## src/rtl/ord_pkg.sv

```systemverilog
`timescale 1ns / 1ps
// ============================================================================
// ord_pkg - shared types and constants for the output-restricted deque
// Command and result codes, sizing, and the control/status bundles that
// join the controller to the datapath.
// ============================================================================
package ord_pkg;

	localparam int DEPTH = 8;
	localparam int IDX_W = (DEPTH > 1) ? $clog2(DEPTH) : 1;
	localparam logic [IDX_W-1:0] TOP_IDX = IDX_W'(DEPTH - 1);
	localparam int DATA_W = 32;

	typedef enum logic [1:0] {
		CMD_INS_REAR  = 2'd0,
		CMD_INS_FRONT = 2'd1,
		CMD_DEL_FRONT = 2'd2,
		CMD_DUMP      = 2'd3
	} ord_op_t;

	typedef enum logic [2:0] {
		ST_OK            = 3'd0,
		ST_OVERFLOW      = 3'd1,
		ST_FRONT_BLOCKED = 3'd2,
		ST_REAR_BLOCKED  = 3'd3,
		ST_UNDERFLOW     = 3'd4,
		ST_EMPTY         = 3'd5
	} ord_status_t;

	// controller -> datapath
	typedef struct packed {
		logic do_op;      // execute the accepted command, load first result
		logic dump_next;  // load the next dumped element
	} ord_cmd_t;

	// datapath -> controller
	typedef struct packed {
		logic dump_more;  // accepted command is a dump with more than one element
		logic ptr_last;   // dump pointer sits on the rear element
	} ord_sts_t;

endpackage

```

## src/rtl/output_restricted_deque.sv

```systemverilog
`timescale 1ns / 1ps
// ============================================================================
// output_restricted_deque - deque in a linear array, removal at front only
// Commands insert at either end, delete from the front, or dump the
// contents front to rear. Each command yields one or more result beats.
// ============================================================================
//
//   channel | handshake            | payload
//   --------+----------------------+--------------------------------
//   input   | in_valid / in_stall  | cmd[1:0], value[31:0] signed
//   output  | out_valid / out_stall| status[2:0], data[31:0], last
//
// Beats: insert and delete give one beat; a dump of N elements gives N
//   beats, the dump sequencer holding the input stalled after the first.
//   One beat per cycle is the limit while out_stall is low, set by the
//   single slot read port feeding the result register.
// Reset: arst_n clears the indices, sets the deque empty and drops
//   out_valid; slot contents are not cleared.
// Stalls: the result register frees when its beat is taken, so a new
//   command is accepted in the same cycle the previous beat leaves.
//
module output_restricted_deque
	import ord_pkg::*;
(
	input  logic                     clk,
	input  logic                     arst_n,
	input  logic                     in_valid,
	output logic                     in_stall,
	input  logic [1:0]               cmd,
	input  logic signed [DATA_W-1:0] value,
	output logic                     out_valid,
	input  logic                     out_stall,
	output logic [2:0]               status,
	output logic signed [DATA_W-1:0] data,
	output logic                     last
);

	ord_cmd_t ctl;
	ord_sts_t sts;

	// handshake and dump sequencing
	ord_ctrl u_ctrl (
		.clk       (clk),
		.arst_n    (arst_n),
		.in_valid  (in_valid),
		.in_stall  (in_stall),
		.out_valid (out_valid),
		.out_stall (out_stall),
		.ctl       (ctl),
		.sts       (sts)
	);

	// storage, indices and the result register
	ord_dp u_dp (
		.clk    (clk),
		.arst_n (arst_n),
		.ctl    (ctl),
		.sts    (sts),
		.cmd    (cmd),
		.value  (value),
		.status (status),
		.data   (data),
		.last   (last)
	);

endmodule

```

## src/rtl/ord_dp.sv

```systemverilog
`timescale 1ns / 1ps
// ============================================================================
// ord_dp - deque datapath
// Slot storage, front/rear indices, empty flag, dump pointer and the
// result register.
// ============================================================================
module ord_dp
	import ord_pkg::*;
(
	input  logic                     clk,
	input  logic                     arst_n,
	input  ord_cmd_t                 ctl,
	output ord_sts_t                 sts,
	input  logic [1:0]               cmd,
	input  logic signed [DATA_W-1:0] value,
	output logic [2:0]               status,
	output logic signed [DATA_W-1:0] data,
	output logic                     last
);

	logic [DATA_W-1:0] slots_q [DEPTH];
	logic [IDX_W-1:0]  front_q;
	logic [IDX_W-1:0]  rear_q;
	logic              empty_q;
	logic [IDX_W-1:0]  ptr_q;

	ord_status_t       status_q;
	logic [DATA_W-1:0] data_q;
	logic              last_q;

	ord_op_t           op;
	logic              full;

	assign op      = ord_op_t'(cmd);
	assign full    = !empty_q && (rear_q == TOP_IDX) && (front_q == '0);

	assign sts.dump_more = (op == CMD_DUMP) && !empty_q && (front_q != rear_q);
	assign sts.ptr_last  = (ptr_q == rear_q);

	assign status = status_q;
	assign data   = data_q;
	assign last   = last_q;

	// slot writes
	always_ff @(posedge clk) begin
		if (ctl.do_op && (op == CMD_INS_REAR || op == CMD_INS_FRONT) && !full) begin
			if (empty_q) begin
				slots_q[0] <= value;
			end else if (op == CMD_INS_FRONT) begin
				if (front_q != '0) begin
					slots_q[front_q - 1'b1] <= value;
				end
			end else if (rear_q != TOP_IDX) begin
				slots_q[rear_q + 1'b1] <= value;
			end
		end
	end

	// indices and empty flag
	always_ff @(posedge clk or negedge arst_n) begin
		if (!arst_n) begin
			front_q <= '0;
			rear_q  <= '0;
			empty_q <= 1'b1;
			ptr_q   <= '0;
		end else if (ctl.do_op) begin
			case (op)
				CMD_INS_REAR, CMD_INS_FRONT: begin
					if (full) begin
						empty_q <= empty_q;
					end else if (empty_q) begin
						front_q <= '0;
						rear_q  <= '0;
						empty_q <= 1'b0;
					end else if (op == CMD_INS_FRONT) begin
						if (front_q != '0) front_q <= front_q - 1'b1;
					end else if (rear_q != TOP_IDX) begin
						rear_q <= rear_q + 1'b1;
					end
				end
				CMD_DEL_FRONT: begin
					if (!empty_q) begin
						if (front_q >= rear_q) begin
							empty_q <= 1'b1;
							front_q <= '0;
							rear_q  <= '0;
						end else begin
							front_q <= front_q + 1'b1;
						end
					end
				end
				CMD_DUMP: begin
					ptr_q <= front_q + 1'b1;
				end
				default: begin
					ptr_q <= ptr_q;
				end
			endcase
		end else if (ctl.dump_next) begin
			ptr_q <= ptr_q + 1'b1;
		end
	end

	// result register
	always_ff @(posedge clk) begin
		if (ctl.do_op) begin
			last_q <= 1'b1;
			data_q <= '0;
			case (op)
				CMD_INS_REAR, CMD_INS_FRONT: begin
					if (full) status_q <= ST_OVERFLOW;
					else if (empty_q) status_q <= ST_OK;
					else if (op == CMD_INS_FRONT && front_q == '0) status_q <= ST_FRONT_BLOCKED;
					else if (op == CMD_INS_REAR && rear_q == TOP_IDX) status_q <= ST_REAR_BLOCKED;
					else status_q <= ST_OK;
				end
				CMD_DEL_FRONT: begin
					if (empty_q) begin
						status_q <= ST_UNDERFLOW;
					end else begin
						status_q <= ST_OK;
						data_q   <= slots_q[front_q];
					end
				end
				CMD_DUMP: begin
					if (empty_q) begin
						status_q <= ST_EMPTY;
					end else begin
						status_q <= ST_OK;
						data_q   <= slots_q[front_q];
						last_q   <= (front_q == rear_q);
					end
				end
				default: begin
					status_q <= ST_OK;
				end
			endcase
		end else if (ctl.dump_next) begin
			status_q <= ST_OK;
			data_q   <= slots_q[ptr_q];
			last_q   <= (ptr_q == rear_q);
		end
	end

	a_empty_idx: assert property (@(posedge clk) disable iff (!arst_n)
		empty_q |-> (front_q == '0 && rear_q == '0))
		else $error("empty deque with nonzero indices");

	a_order: assert property (@(posedge clk) disable iff (!arst_n)
		!empty_q |-> (front_q <= rear_q))
		else $error("front index passed rear index");

	a_excl: assert property (@(posedge clk) disable iff (!arst_n)
		!(ctl.do_op && ctl.dump_next))
		else $error("command and dump step in the same cycle");

endmodule

```

## src/rtl/ord_ctrl.sv

```systemverilog
`timescale 1ns / 1ps
// ============================================================================
// ord_ctrl - deque controller
// Input/output handshake and the dump sequencer.
// ============================================================================
module ord_ctrl
	import ord_pkg::*;
(
	input  logic     clk,
	input  logic     arst_n,
	input  logic     in_valid,
	output logic     in_stall,
	output logic     out_valid,
	input  logic     out_stall,
	output ord_cmd_t ctl,
	input  ord_sts_t sts
);

	typedef enum logic {
		S_IDLE,
		S_DUMP
	} state_t;

	state_t state_q;
	logic   out_valid_q;
	logic   can_load;
	logic   load;

	assign can_load      = !out_valid_q || !out_stall;
	assign in_stall      = !((state_q == S_IDLE) && can_load);
	assign ctl.do_op     = in_valid && !in_stall;
	assign ctl.dump_next = (state_q == S_DUMP) && can_load;
	assign load          = ctl.do_op || ctl.dump_next;
	assign out_valid     = out_valid_q;

	always_ff @(posedge clk or negedge arst_n) begin
		if (!arst_n) begin
			state_q     <= S_IDLE;
			out_valid_q <= 1'b0;
		end else begin
			if (load) out_valid_q <= 1'b1;
			else if (!out_stall) out_valid_q <= 1'b0;
			case (state_q)
				S_IDLE: begin
					if (ctl.do_op && sts.dump_more) state_q <= S_DUMP;
				end
				S_DUMP: begin
					if (ctl.dump_next && sts.ptr_last) state_q <= S_IDLE;
				end
				default: begin
					state_q <= S_IDLE;
				end
			endcase
		end
	end

	a_dump_stall: assert property (@(posedge clk) disable iff (!arst_n)
		(state_q == S_DUMP) |-> in_stall)
		else $error("input open during dump");

	a_no_overwrite: assert property (@(posedge clk) disable iff (!arst_n)
		(out_valid_q && out_stall) |-> !load)
		else $error("held result beat overwritten");

	a_load_valid: assert property (@(posedge clk) disable iff (!arst_n)
		load |=> out_valid_q)
		else $error("loaded result not presented");

endmodule
```

## config.mk

```make
export PLATFORM = sky130hd
export DESIGN_NAME = output_restricted_deque
export DESIGN_NICKNAME = d
export VERILOG_FILES = /design/src/rtl/ord_pkg.sv /design/src/rtl/output_restricted_deque.sv /design/src/rtl/ord_dp.sv /design/src/rtl/ord_ctrl.sv
export SDC_FILE = /design/constraint.sdc
export NUM_CORES = 1
export LEC_CHECK = 0
export CAP_MARGIN = 10
export CORE_MARGIN = 3
export CORE_UTILIZATION = 35
export DETAILED_ROUTE_END_ITERATION = 10
export DONT_BUFFER_PORTS = 1
export PLACE_DENSITY = 0.54
export REMOVE_ABC_BUFFERS = 1
export SLEW_MARGIN = 20
export SYNTH_ARGS = -nofsm -noshare
export SYNTH_HDL_FRONTEND = slang
export SYNTH_SLANG_ARGS = --single-unit
```

## constraint.sdc

```tcl
create_clock -name clk -period 6.4 [get_ports clk]
set_input_delay 0.96 -clock clk [delete_from_list [all_inputs] [get_ports clk]]
set_output_delay 0.96 -clock clk [all_outputs]
set_load 0.05 [all_outputs]
```

======== Yosys cells after proc, flatten, opt, wreduce, memory -nomap -nowiden ========
Memories as Yosys holds them, arrays and structs flattened.
Cells that the tools add are included.
word-level totals
  bits in registers ....................... 48
  memory bits (writable) .................. 256
  input port bits ......................... 38
  output and inout port bits .............. 38
  memories ................................ 1
memories
  name          depth  bits a word  read ports  clocked after memory_dff  wr ports  RTL line      RTL
  u_dp.slots_q  8      32           2           0                         1         ord_dp.sv:21  logic [DATA_W-1:0] slots_q [DEPTH];
cells by class
  add/sub/neg operators ................... 4
  $lt $le $gt $ge ......................... 1
  equality and inequality tests ........... 17
  multiplexer cells ....................... 62
  bitwise gates (word level) .............. 1
  reduce and logical (&&, ||, !) cells .... 34
operators by type and width
  kind                 count
  $mux 32              6
  $mux 3               24
  $reduce_or 32->1     2
  $mux 1               26
  $logic_and 1x1->1    13
  $pmux 3 s2           2
  $add 3x1->3 const B  3
  $ne 3x1->1 const B   3
  $pmux 3 s3           1
  $reduce_and 7->1     1
  $eq 3x3->1           2
  $ne 2x1->1 const B   3
  $reduce_and 6->1     1
  $logic_not 1->1      5
  $eq 2x2->1 const B   2
  $ne 2x2->1 const B   2
  $pmux 1 s2           2
  $reduce_bool 2->1    2
  $reduce_or 2->1      2
  $eq 3x3->1 const B   1
  $ge 3x3->1           1
  $logic_not 3->1      1
  $logic_or 1x1->1     3
  $ne 3x2->1 const B   1
  other kinds (10)     10

======== Logic depth before layout (Yosys ltp) ========
Gate-level depths: netlist of the first run.
  depth in word-level cells ............... 11
  gate-level depth with buffers ........... 9

======== By module ========
From an unflattened synthesis of the first run, not the netlist that was laid out.
unflattened totals
  cell total of the unflattened synthesis .. 658
  area, all modules ....................... 14109.8 um^2
by module, submodules not included
  module    instances  cells an instance  area an instance (um^2)  seq. area each (um^2)
  ord_dp    1          649                14007.2                  9019.9
  ord_ctrl  1          9                  102.6                    50.0

======== Worst setup path before layout of the first run ========
No wires, ideal clock.
  kind .................................... register to register
  from .................................... reg u_dp.front_q[1]
  to ...................................... mem u_dp.slots_q[1][0] (enable)
  library setup time ...................... 461 ps
  data arrival time ....................... 4115 ps
  setup slack ............................. 1824 ps
  stages on the path, launching flop included .. 9
  clock period less this slack ............ 4576 ps
  path through ............................ dfrtp_1 -> buf_2 -> buf_1 -> inv_1 -> ha_1 -> nor2b_1 -> a311oi_1 -> o21ai_1 -> nor3_1
between the ends
  longest elaborated chain between the ends .. 9
ends and longest elaborated chain
  item                                                             RTL line                    RTL
  from (decl)                                                      ord_dp.sv:22                logic [IDX_W-1:0] front_q;
  from (signal assigned)                                           ord_dp.sv:76                if (front_q != '0) front_q <= front_q - 1'b1;
  from (signal assigned)                                           ord_dp.sv:88                front_q <= front_q + 1'b1;
  $reduce_bool 3->1 / $logic_not 3->1 (equally long branches)      ord_dp.sv:50, ord_dp.sv:35
  $mux 1 / $logic_and 1x1->1 (equally long branches)               ord_dp.sv:50, ord_dp.sv:35
  $mux 1 / $logic_not 1->1 (equally long branches)                 ord_dp.sv:49, ord_dp.sv:46
  $mux 1 / $logic_and 1x1->1 (equally long branches)               ord_dp.sv:47, ord_dp.sv:46
  $mux 1                                                           ord_dp.sv:46                if (ctl.do_op && (op == CMD_INS_REAR || op == CMD_INS_FRONT) && !full) begin
  $mux 1 (not written as such)                                     ord_dp.sv:51                slots_q[front_q - 1'b1] <= value;
  $reduce_or 32->1 (no line)                                       n/a
  $mux 3 (no line) / $mux 1 (equally long branches) (2 in series)  n/a
  to (decl)                                                        ord_dp.sv:21
Several ways; a longest one is shown, not always the timed one.

======== Final worst setup path of the first run ========
  from .................................... reg u_dp.front_q[1]
  to ...................................... mem u_dp.slots_q[2][3] (enable)
Same word-level chain as after synthesis.

==> impl_summary.log, run 1 <==
INFO  metric netlist_instances = 703
INFO  metric finalSetupViolCount = 0
INFO  metric grt_start_max_net_pins = 69
INFO  metric cts.htree.levels = 2
INFO  metric synthArstFlopShare = roughly 3.9%
INFO  metric place_congestion = ~0.85
INFO  metric setup_skew_after_layout = around 0.018 ns
INFO  metric totalWireLength = 31,700 um
INFO  metric tritoncts = done
INFO  metric cp.arrival = 3.82 ns
INFO  metric power_density = 432 nW/um^2
INFO  metric place_hpwl = around 17,000 um
INFO  metric numCtsBuffers = 34
INFO  metric synthDistinctLibCells = 50
INFO  metric dominant_synthesized_flop_cell = sky130_fd_sc_hd__edfxtp_1
INFO  metric setup.reg_to_reg.worst_slack = 2.69 ns
INFO  metric first_pass_iters = 5
INFO  metric mappedNetlistArea = around 14,000 um^2
INFO  metric placedInstanceArea = 14,300 um^2
INFO  metric ir_drop = 0.308 mV
INFO  metric cts_buffer_depth = 3
INFO  metric finalCritPeriodShare = a little under 60%
INFO  metric avgSynthCellArea = 19.7 um^2
INFO  metric effective_utilization_at_floorplan = 35.6%
INFO  metric design_area = 15,300 um^2
INFO  metric antennaDiodeCount = 0
INFO  metric cts-hold-fix-buffers = 0
INFO  metric num_vias = 6,981
INFO  metric register_area = between 9000 and 10,000 um^2
INFO  metric type_of_element_launching_the_critical_path = register
INFO  metric rows = 72
INFO  metric drv_slew = 0
INFO  metric floorplan.die.height = a little over 200 um
INFO  metric cts.sink_count = approximately 300
INFO  metric yosys_register_bits = just over 300
INFO  metric hold_viol_final = 0
INFO  metric setup.worst_path.end_class = register
INFO  metric antenna_violating_nets_remaining = 0
INFO  metric post_cts.resized_instances = 0
INFO  metric grt_antenna_before_repair = 0
INFO  metric synth_top_area_share = 63.3%
INFO  metric worst_pin_slew = 1.12 ns
INFO  metric starting_drc_count_in_detailed_routing = 420
INFO  metric nFillCells = 3,492
INFO  metric num-nets-final = 749
INFO  metric reg2reg_end = u_dp.slots_q[2][3]
INFO  metric multi_input_area = 4450 um^2
INFO  metric ff2ff_path_depth = 7
INFO  metric most_frequently_used_cell_type_in_the_post_synthesis_netlist = sky130_fd_sc_hd__edfxtp_1
INFO  metric yosysWarnings = 0
INFO  metric rsz0062_at_grt = false
INFO  metric cell_type_with_the_largest_total_area_after_synthesis = sky130_fd_sc_hd__edfxtp_1
INFO  metric max_freq = 0.269 GHz
INFO  metric drt-vias-per-instance = 5.61
INFO  metric floorplan.io_pins = 76
INFO  metric drive_above_1_share = about 29%
INFO  metric static-leakage-power = ~4.7 nW
INFO  metric drv_cap = 0
INFO  metric timing.hold.ws = 0.159 ns
INFO  metric clk_transition_reported_paths = 0.06 ns
INFO  metric die-width = 205 um
INFO  metric grt_usage = between 15 and 20%
INFO  metric yosys-top-cells-count = 292 x sky130_fd_sc_hd__edfxtp_1, 126 x sky130_fd_sc_hd__mux4_2, 32 x sky130_fd_sc_hd__mux2i_1, 28 x sky130_fd_sc_hd__o21ai_1, 22 x sky130_fd_sc_hd__a22oi_1
INFO  metric drcViolationCount = 0
INFO  metric die_area = about 42,000 um^2
INFO  metric gr_overflow_total = 0
INFO  metric critPathRequiredTime = 6.50 ns
INFO  metric cts_setup_buffers = 0
INFO  metric worst_slew_margin_relative_to_its_limit = 25.6%
INFO  metric synthToLayoutAreaGrowth = 10.6%
INFO  metric yosys-top-cells-area = sky130_fd_sc_hd__edfxtp_1 63%, sky130_fd_sc_hd__mux4_2 20%, sky130_fd_sc_hd__mux2i_1 2.3%
INFO  metric synth_edf_count = just under 300
INFO  metric clock_tree.root_cell = sky130_fd_sc_hd__clkbuf_16
INFO  metric port-buffer-count = 0
INFO  metric core-area = approximately 40,000 um^2
INFO  metric rr_startpoint = u_dp.front_q[1]
INFO  metric min_period = 3.71 ns
INFO  metric grt_first_pass_wirelength = 47,400 um
INFO  metric timing.hold.worst.class = in -> async
INFO  metric grt_pass1_vias = 7,654
INFO  metric critPathKind = reg -> reg
INFO  metric detail_route.wl_per_cell = 25.5 um
INFO  metric status = finished, final reports clean
INFO  metric crit_fanout = 68
INFO  metric synth.yosys.seq_area_share = 65.5%
INFO  metric clock_insertion_delay_worst_skew = 0.50 ns
## sequential cells by signal, summed over array words and instances (netlist names)
signal	cells
u_ctrl.state_q	1
u_dp.empty_q	1
u_dp.status	3
u_dp.ptr_q	3
u_dp.rear_q	3
u_dp.data	32
u_dp.slots_q	256
u_dp.front_q	3
u_ctrl.out_valid	1
u_dp.last	1
## layout make-up
type                            count  area share [%]
Clock buffer                       44            5.94
Multi-Input combinational cell    341            29.0
Tap cell                          518            4.23
Clock inverter                     16           0.686
Inverter                           10           0.245
Timing Repair Buffer               11           0.564
Sequential cell                   304            59.3
## logic make-up after synthesis
kind of cell,Yosys count,share of synthesized area [%]
compound gates,108,5.31
xor+xnor,4,0.253
fa+ha+maj,9,0.813
buf+inv,58,2.74
flops,304,65.5
mux,160,23.2
simple gates,60,2.26
## worst max-delay path, stage by stage (launching register included)
cell	delay [ns]
sky130_fd_sc_hd__dfrtp_4	1.15
sky130_fd_sc_hd__inv_1	0.16
sky130_fd_sc_hd__ha_1	0.25
sky130_fd_sc_hd__inv_1	0.11
sky130_fd_sc_hd__o21ai_0	0.17
sky130_fd_sc_hd__nor4_1	0.30
sky130_fd_sc_hd__a21o_1	0.20
sky130_fd_sc_hd__and3_2	0.96
## metrics by stage
step / setup WS [ns] / power (mW) / cells / util, % / setup TNS, ns
global route: 2.41 / 6.95 / 1244 / 39.4 / 0
CTS: 2.65 / 6.72 / 1244 / 39.4 / 0
floorplan: -0.328 / 4.46 / 655 / - / -41.93
global placement: 2.76 / 4.87 / 1184 / 36.7 / 0
detailed placement: 2.66 / 4.92 / 1184 / 36.7 / 0
finish: 2.69 / 6.62 / 1244 / 39.4 / 0
## placed cells by master, fill, tap and decap left out, types with 2 or more instances in the layout
cell                        count
sky130_fd_sc_hd__a21o_1         3
sky130_fd_sc_hd__a21oi_1        6
sky130_fd_sc_hd__a22o_1         3
sky130_fd_sc_hd__a22oi_1       22
sky130_fd_sc_hd__a22oi_2       10
sky130_fd_sc_hd__a31oi_1        5
sky130_fd_sc_hd__and3_1         3
sky130_fd_sc_hd__and3_2         4
sky130_fd_sc_hd__buf_4         10
sky130_fd_sc_hd__clkbuf_1       9
sky130_fd_sc_hd__clkbuf_16     35
sky130_fd_sc_hd__clkinv_1       5
sky130_fd_sc_hd__clkinv_2       8
sky130_fd_sc_hd__dfrtp_1        6
sky130_fd_sc_hd__dfrtp_4        4
sky130_fd_sc_hd__edfxtp_1     292
sky130_fd_sc_hd__ha_1           9
sky130_fd_sc_hd__inv_1         10
sky130_fd_sc_hd__mux2i_1       32
sky130_fd_sc_hd__mux4_1         2
sky130_fd_sc_hd__mux4_2       126
sky130_fd_sc_hd__nand2_1       12
sky130_fd_sc_hd__nand2b_1       3
sky130_fd_sc_hd__nand3_1        6
sky130_fd_sc_hd__nor2_1        10
sky130_fd_sc_hd__nor2b_1        3
sky130_fd_sc_hd__nor3_1         5
sky130_fd_sc_hd__nor3_2         4
sky130_fd_sc_hd__nor3_4         2
sky130_fd_sc_hd__nor4_1         3
sky130_fd_sc_hd__o21a_1         2
sky130_fd_sc_hd__o21ai_0       18
sky130_fd_sc_hd__o21ai_1       28
sky130_fd_sc_hd__o22ai_1        2
sky130_fd_sc_hd__xnor2_1        3
## metal layers
layer  vias to the layer above  track usage [%]  wire (um)
met3                        47             3.96       2140
met1                      3734             19.4      13000
met2                       196             25.9      16000
li1                       3004                -          -
met4                         0             3.56        607
met5                         -                0          0
## where the power goes
part	internal [mW]	leakage, nW	switching (mW)
clock	1.04	0.500	0.742
sequential	2.45	2.80	0.724
combinational	0.909	1.44	0.745
total	4.41	4.74	2.21
## worst max path at each step
| stage | to | startpoint |
|---|---|---|
| floorplan | u_dp.slots_q[1][0] | u_dp.front_q[0] |
| global placement | u_dp.slots_q[2][27] | u_dp.front_q[1] |
| detailed placement | u_dp.slots_q[2][5] | u_dp.front_q[1] |
| CTS | u_dp.slots_q[2][3] | u_dp.front_q[1] |
| global route | u_dp.slots_q[6][3] | u_dp.front_q[1] |
| finish | u_dp.slots_q[2][3] | u_dp.front_q[1] |
Power figures use the tool's default switching activity.
==> inputs of run 2 (changes only) <==
--- a/config.mk
+++ b/config.mk
@@ -10,7 +10,7 @@
 export CORE_UTILIZATION = 35
 export DETAILED_ROUTE_END_ITERATION = 10
 export DONT_BUFFER_PORTS = 1
-export PLACE_DENSITY = 0.54
+export PLACE_DENSITY = 0.56
 export REMOVE_ABC_BUFFERS = 1
 export SLEW_MARGIN = 20
 export SYNTH_ARGS = -nofsm -noshare
==> constraint.sdc (replaced) <==
create_clock -name clk -period 3.2 [get_ports clk]
set_input_delay 0.48 -clock clk [delete_from_list [all_inputs] [get_ports clk]]
set_output_delay 0.48 -clock clk [all_outputs]
set_load 0.05 [all_outputs]
==> run 2 against run 1 <==
Sequential cell count unchanged. Final cell count up 0.48%. Non-clock buffer count is 11 higher. Worst setup slack lost 2.2 ns. Total power up 100%. Largest power group unchanged. Highest routed layer unchanged.
==> impl_summary.log, run 2 (synthesis gave the netlist of run 1 again) <==
INFO  metric register_area = 9080 um^2 (about the same)
INFO  metric num-nets-final = 760 (+1.5%)
INFO  metric largest-register = u_dp.slots_q
INFO  metric drv_cap = 0 (unchanged)
INFO  metric power_switching_share = 33.7% (+0.34 points)
INFO  metric core-area = 38,900 um^2 (unchanged)
INFO  metric num_vias = 7,156 (+2.5%)
INFO  metric grt_first_pass_wirelength = 50,500 um (+6.5%)
INFO  metric place_hpwl = 18,300 um (+6.1%)
INFO  metric finalCritPeriodShare = 84.8% (+27 points)
INFO  metric cts.sink_count = 304 (unchanged)
INFO  metric clock_tree.root_cell = sky130_fd_sc_hd__clkbuf_16
INFO  metric drv_slew = 0 (unchanged)
INFO  metric grt_usage = 16.0% (+0.87 points)
INFO  metric static-leakage-power = 4.82 nW (+1.6%)
INFO  metric antenna_violating_nets_remaining = 0 (unchanged)
INFO  metric clock_share_of_power = 26.5% (-0.5 points)
INFO  metric internal_power = 8.85 mW (+100%)
INFO  metric setup.worst_path.end_class = register
INFO  metric port-buffer-count = 0 (unchanged)
INFO  metric hold_viol_final = 0 (unchanged)
INFO  metric floorplan.die.height = 205 um (unchanged)
INFO  metric finalSetupViolCount = 0 (unchanged)
INFO  metric setup_skew_after_layout = 0.0165 ns (-0.00137 ns)
INFO  metric tritoncts = done
INFO  metric drt-vias-per-instance = 5.72 (+2.0%)
INFO  metric placedInstanceArea = 14,600 um^2 (+1.8%)
INFO  metric worst_slew_margin_relative_to_its_limit = 27.0% (+1.4 points)
INFO  metric cp.arrival = 2.92 ns (-0.90 ns)
INFO  metric clock_insertion_delay_worst_skew = 0.51 ns (about the same)
INFO  metric grt_antenna_before_repair = 0 (unchanged)
INFO  metric gr_overflow_total = 0 (unchanged)
INFO  metric antennaDiodeCount = 0 (unchanged)
INFO  metric min_delay_path_depth = 0
INFO  metric die-width = 205 um (unchanged)
INFO  metric clk_transition_reported_paths = 0.06 ns (about the same)
INFO  metric floorplan.io_pins = 76 (unchanged)
INFO  metric nFillCells = 3,457 (-1.0%)
INFO  metric type_of_element_launching_the_critical_path = register
INFO  metric multi_input_area = 4450 um^2 (unchanged)
INFO  metric crit_fanout = 12 (-82%)
INFO  metric critPathRequiredTime = 3.41 ns (-3.09 ns)
INFO  metric rows = 72 (unchanged)
INFO  metric effective_utilization_at_floorplan = 35.6% (unchanged)
INFO  metric detail_route.wl_per_cell = 26.4 um (+3.6%)
INFO  metric grt_start_max_net_pins = 70 (+1.4%)
INFO  metric critPathKind = reg -> reg
INFO  metric status = finished, final reports clean
INFO  metric totalWireLength = 33,000 um (+4.1%)
INFO  metric reg2reg_end = u_dp.slots_q[0][13]
INFO  metric cts_setup_buffers = 0 (unchanged)
INFO  metric rr_startpoint = u_dp.front_q[0]
INFO  metric rsz0062_at_grt = false
INFO  metric cts.htree.levels = 2 (unchanged)
INFO  metric timing.hold.worst.class = in -> reg
INFO  metric post_cts.resized_instances = 0 (unchanged)
INFO  metric max_freq = 0.368 GHz (+37%)
INFO  metric drcViolationCount = 0 (unchanged)
INFO  metric largest_reg_flops = 256 (unchanged)
INFO  metric layout_common_cells = 292 x sky130_fd_sc_hd__edfxtp_1, 126 x sky130_fd_sc_hd__mux4_2, 34 x sky130_fd_sc_hd__clkbuf_16
INFO  metric power.share.sequential = 44.1% (-3.9 points)
INFO  metric setup_total_negative_slack = 0 ns (unchanged)
INFO  metric first_pass_iters = 6 (+1)
INFO  metric setup.reg_to_reg.worst_slack = 0.49 ns (-2.20 ns)
INFO  metric cts-hold-fix-buffers = 1 (+1)
INFO  metric cts_buffer_depth = 3 (unchanged)
INFO  metric numCtsBuffers = 34 (unchanged)
INFO  metric min_period = 2.71 ns (-0.997 ns)
INFO  metric ir_drop = 0.395 mV (+28%)
INFO  metric grt_pass1_vias = 7,857 (+2.7%)
INFO  metric drive_above_1_share = 29.8% (+0.30 points)
INFO  metric whs_endpoint = u_dp.slots_q[1][7]
INFO  metric place_congestion = 0.824 (-2.7%)
INFO  metric mostFrequentLayoutCell = sky130_fd_sc_hd__edfxtp_1
INFO  metric starting_drc_count_in_detailed_routing = 609 (+45%)
INFO  metric die_area = 42,000 um^2 (unchanged)
INFO  metric synthToLayoutAreaGrowth = 12.2%
INFO  metric design_area = 15,500 um^2 (+1.5%)
INFO  metric worst_min_delay_path_startpoint = value[7]
INFO  metric comb_power_share = 29.4% (+4.4 points)
INFO  metric p_sw = 4.51 mW (+100%)
INFO  metric power_density = 859 nW/um^2 (+99%)
INFO  metric worst_pin_slew = 1.10 ns (-0.0210 ns)
INFO  metric ff2ff_path_depth = 8 (+1)
run 2: metal layers:
metal	up-vias	track usage, %	part of all wire, %
met3	50	4.24	7.2
met1	3830	21.4	42
li1	3032	-	-
met4	0	3.78	1.9
met5	-	0	0
met2	244	26.3	49
run 2: cell type report:
cell class / count / area share, %
sequential: 304 / 58.4
clock buffer: 43 / 5.69
clock inverter: 12 / 0.620
inverter: 10 / 0.241
timing repair buffer: 22 / 2.29
tap: 518 / 4.17
multi-input combinational: 341 / 28.6
run 2: power groups by stage:
stage	combinational, mW	clock [mW]	sequential, mW
after floorplan	2.58	0	6.34
after global placement	3.94	0	5.98
after detailed placement	3.99	0	5.99
after CTS	4.00	3.63	5.91
after global routing	4.28	3.78	5.96
final	3.93	3.54	5.89
run 2: worst max path at each step:
stage	from	to	slack [ns]	cells after the start
after floorplan	u_dp.front_q[0]	u_dp.slots_q[1][0]	-3.53	6
after global placement	u_dp.front_q[0]	u_dp.slots_q[0][23]	0.60	8
after detailed placement	u_dp.front_q[0]	u_dp.slots_q[0][23]	0.50	8
after CTS	u_dp.front_q[0]	u_dp.slots_q[0][13]	0.49	8
after global routing	u_dp.front_q[0]	u_dp.slots_q[0][13]	0.27	8
final	u_dp.front_q[0]	u_dp.slots_q[0][13]	0.49	8
run 2: per-stage QoR:
step	worst slack, ns	cells	utilization, %	hold WS [ns]	total power [mW]
detailed placement	0.504	1194	37.4	0.185	9.98
CTS	0.487	1250	40.0	0.0319	13.5
global placement	0.595	1194	37.4	0.185	9.92
floorplan	-3.53	655	-	0.184	8.93
finish	0.485	1250	40.0	0.0602	13.4
global route	0.271	1250	40.0	0.0361	14.0
run 2: worst max-delay path: stages (launching register included):
cell and delay, ns:
sky130_fd_sc_hd__dfrtp_4 0.49, sky130_fd_sc_hd__inv_1 0.16, sky130_fd_sc_hd__ha_1 0.19, sky130_fd_sc_hd__inv_1 0.07
sky130_fd_sc_hd__o21ai_0 0.33, sky130_fd_sc_hd__nor4_1 0.12, sky130_fd_sc_hd__a21oi_1 0.32, sky130_fd_sc_hd__and3_2 0.52
sky130_fd_sc_hd__buf_12 0.21
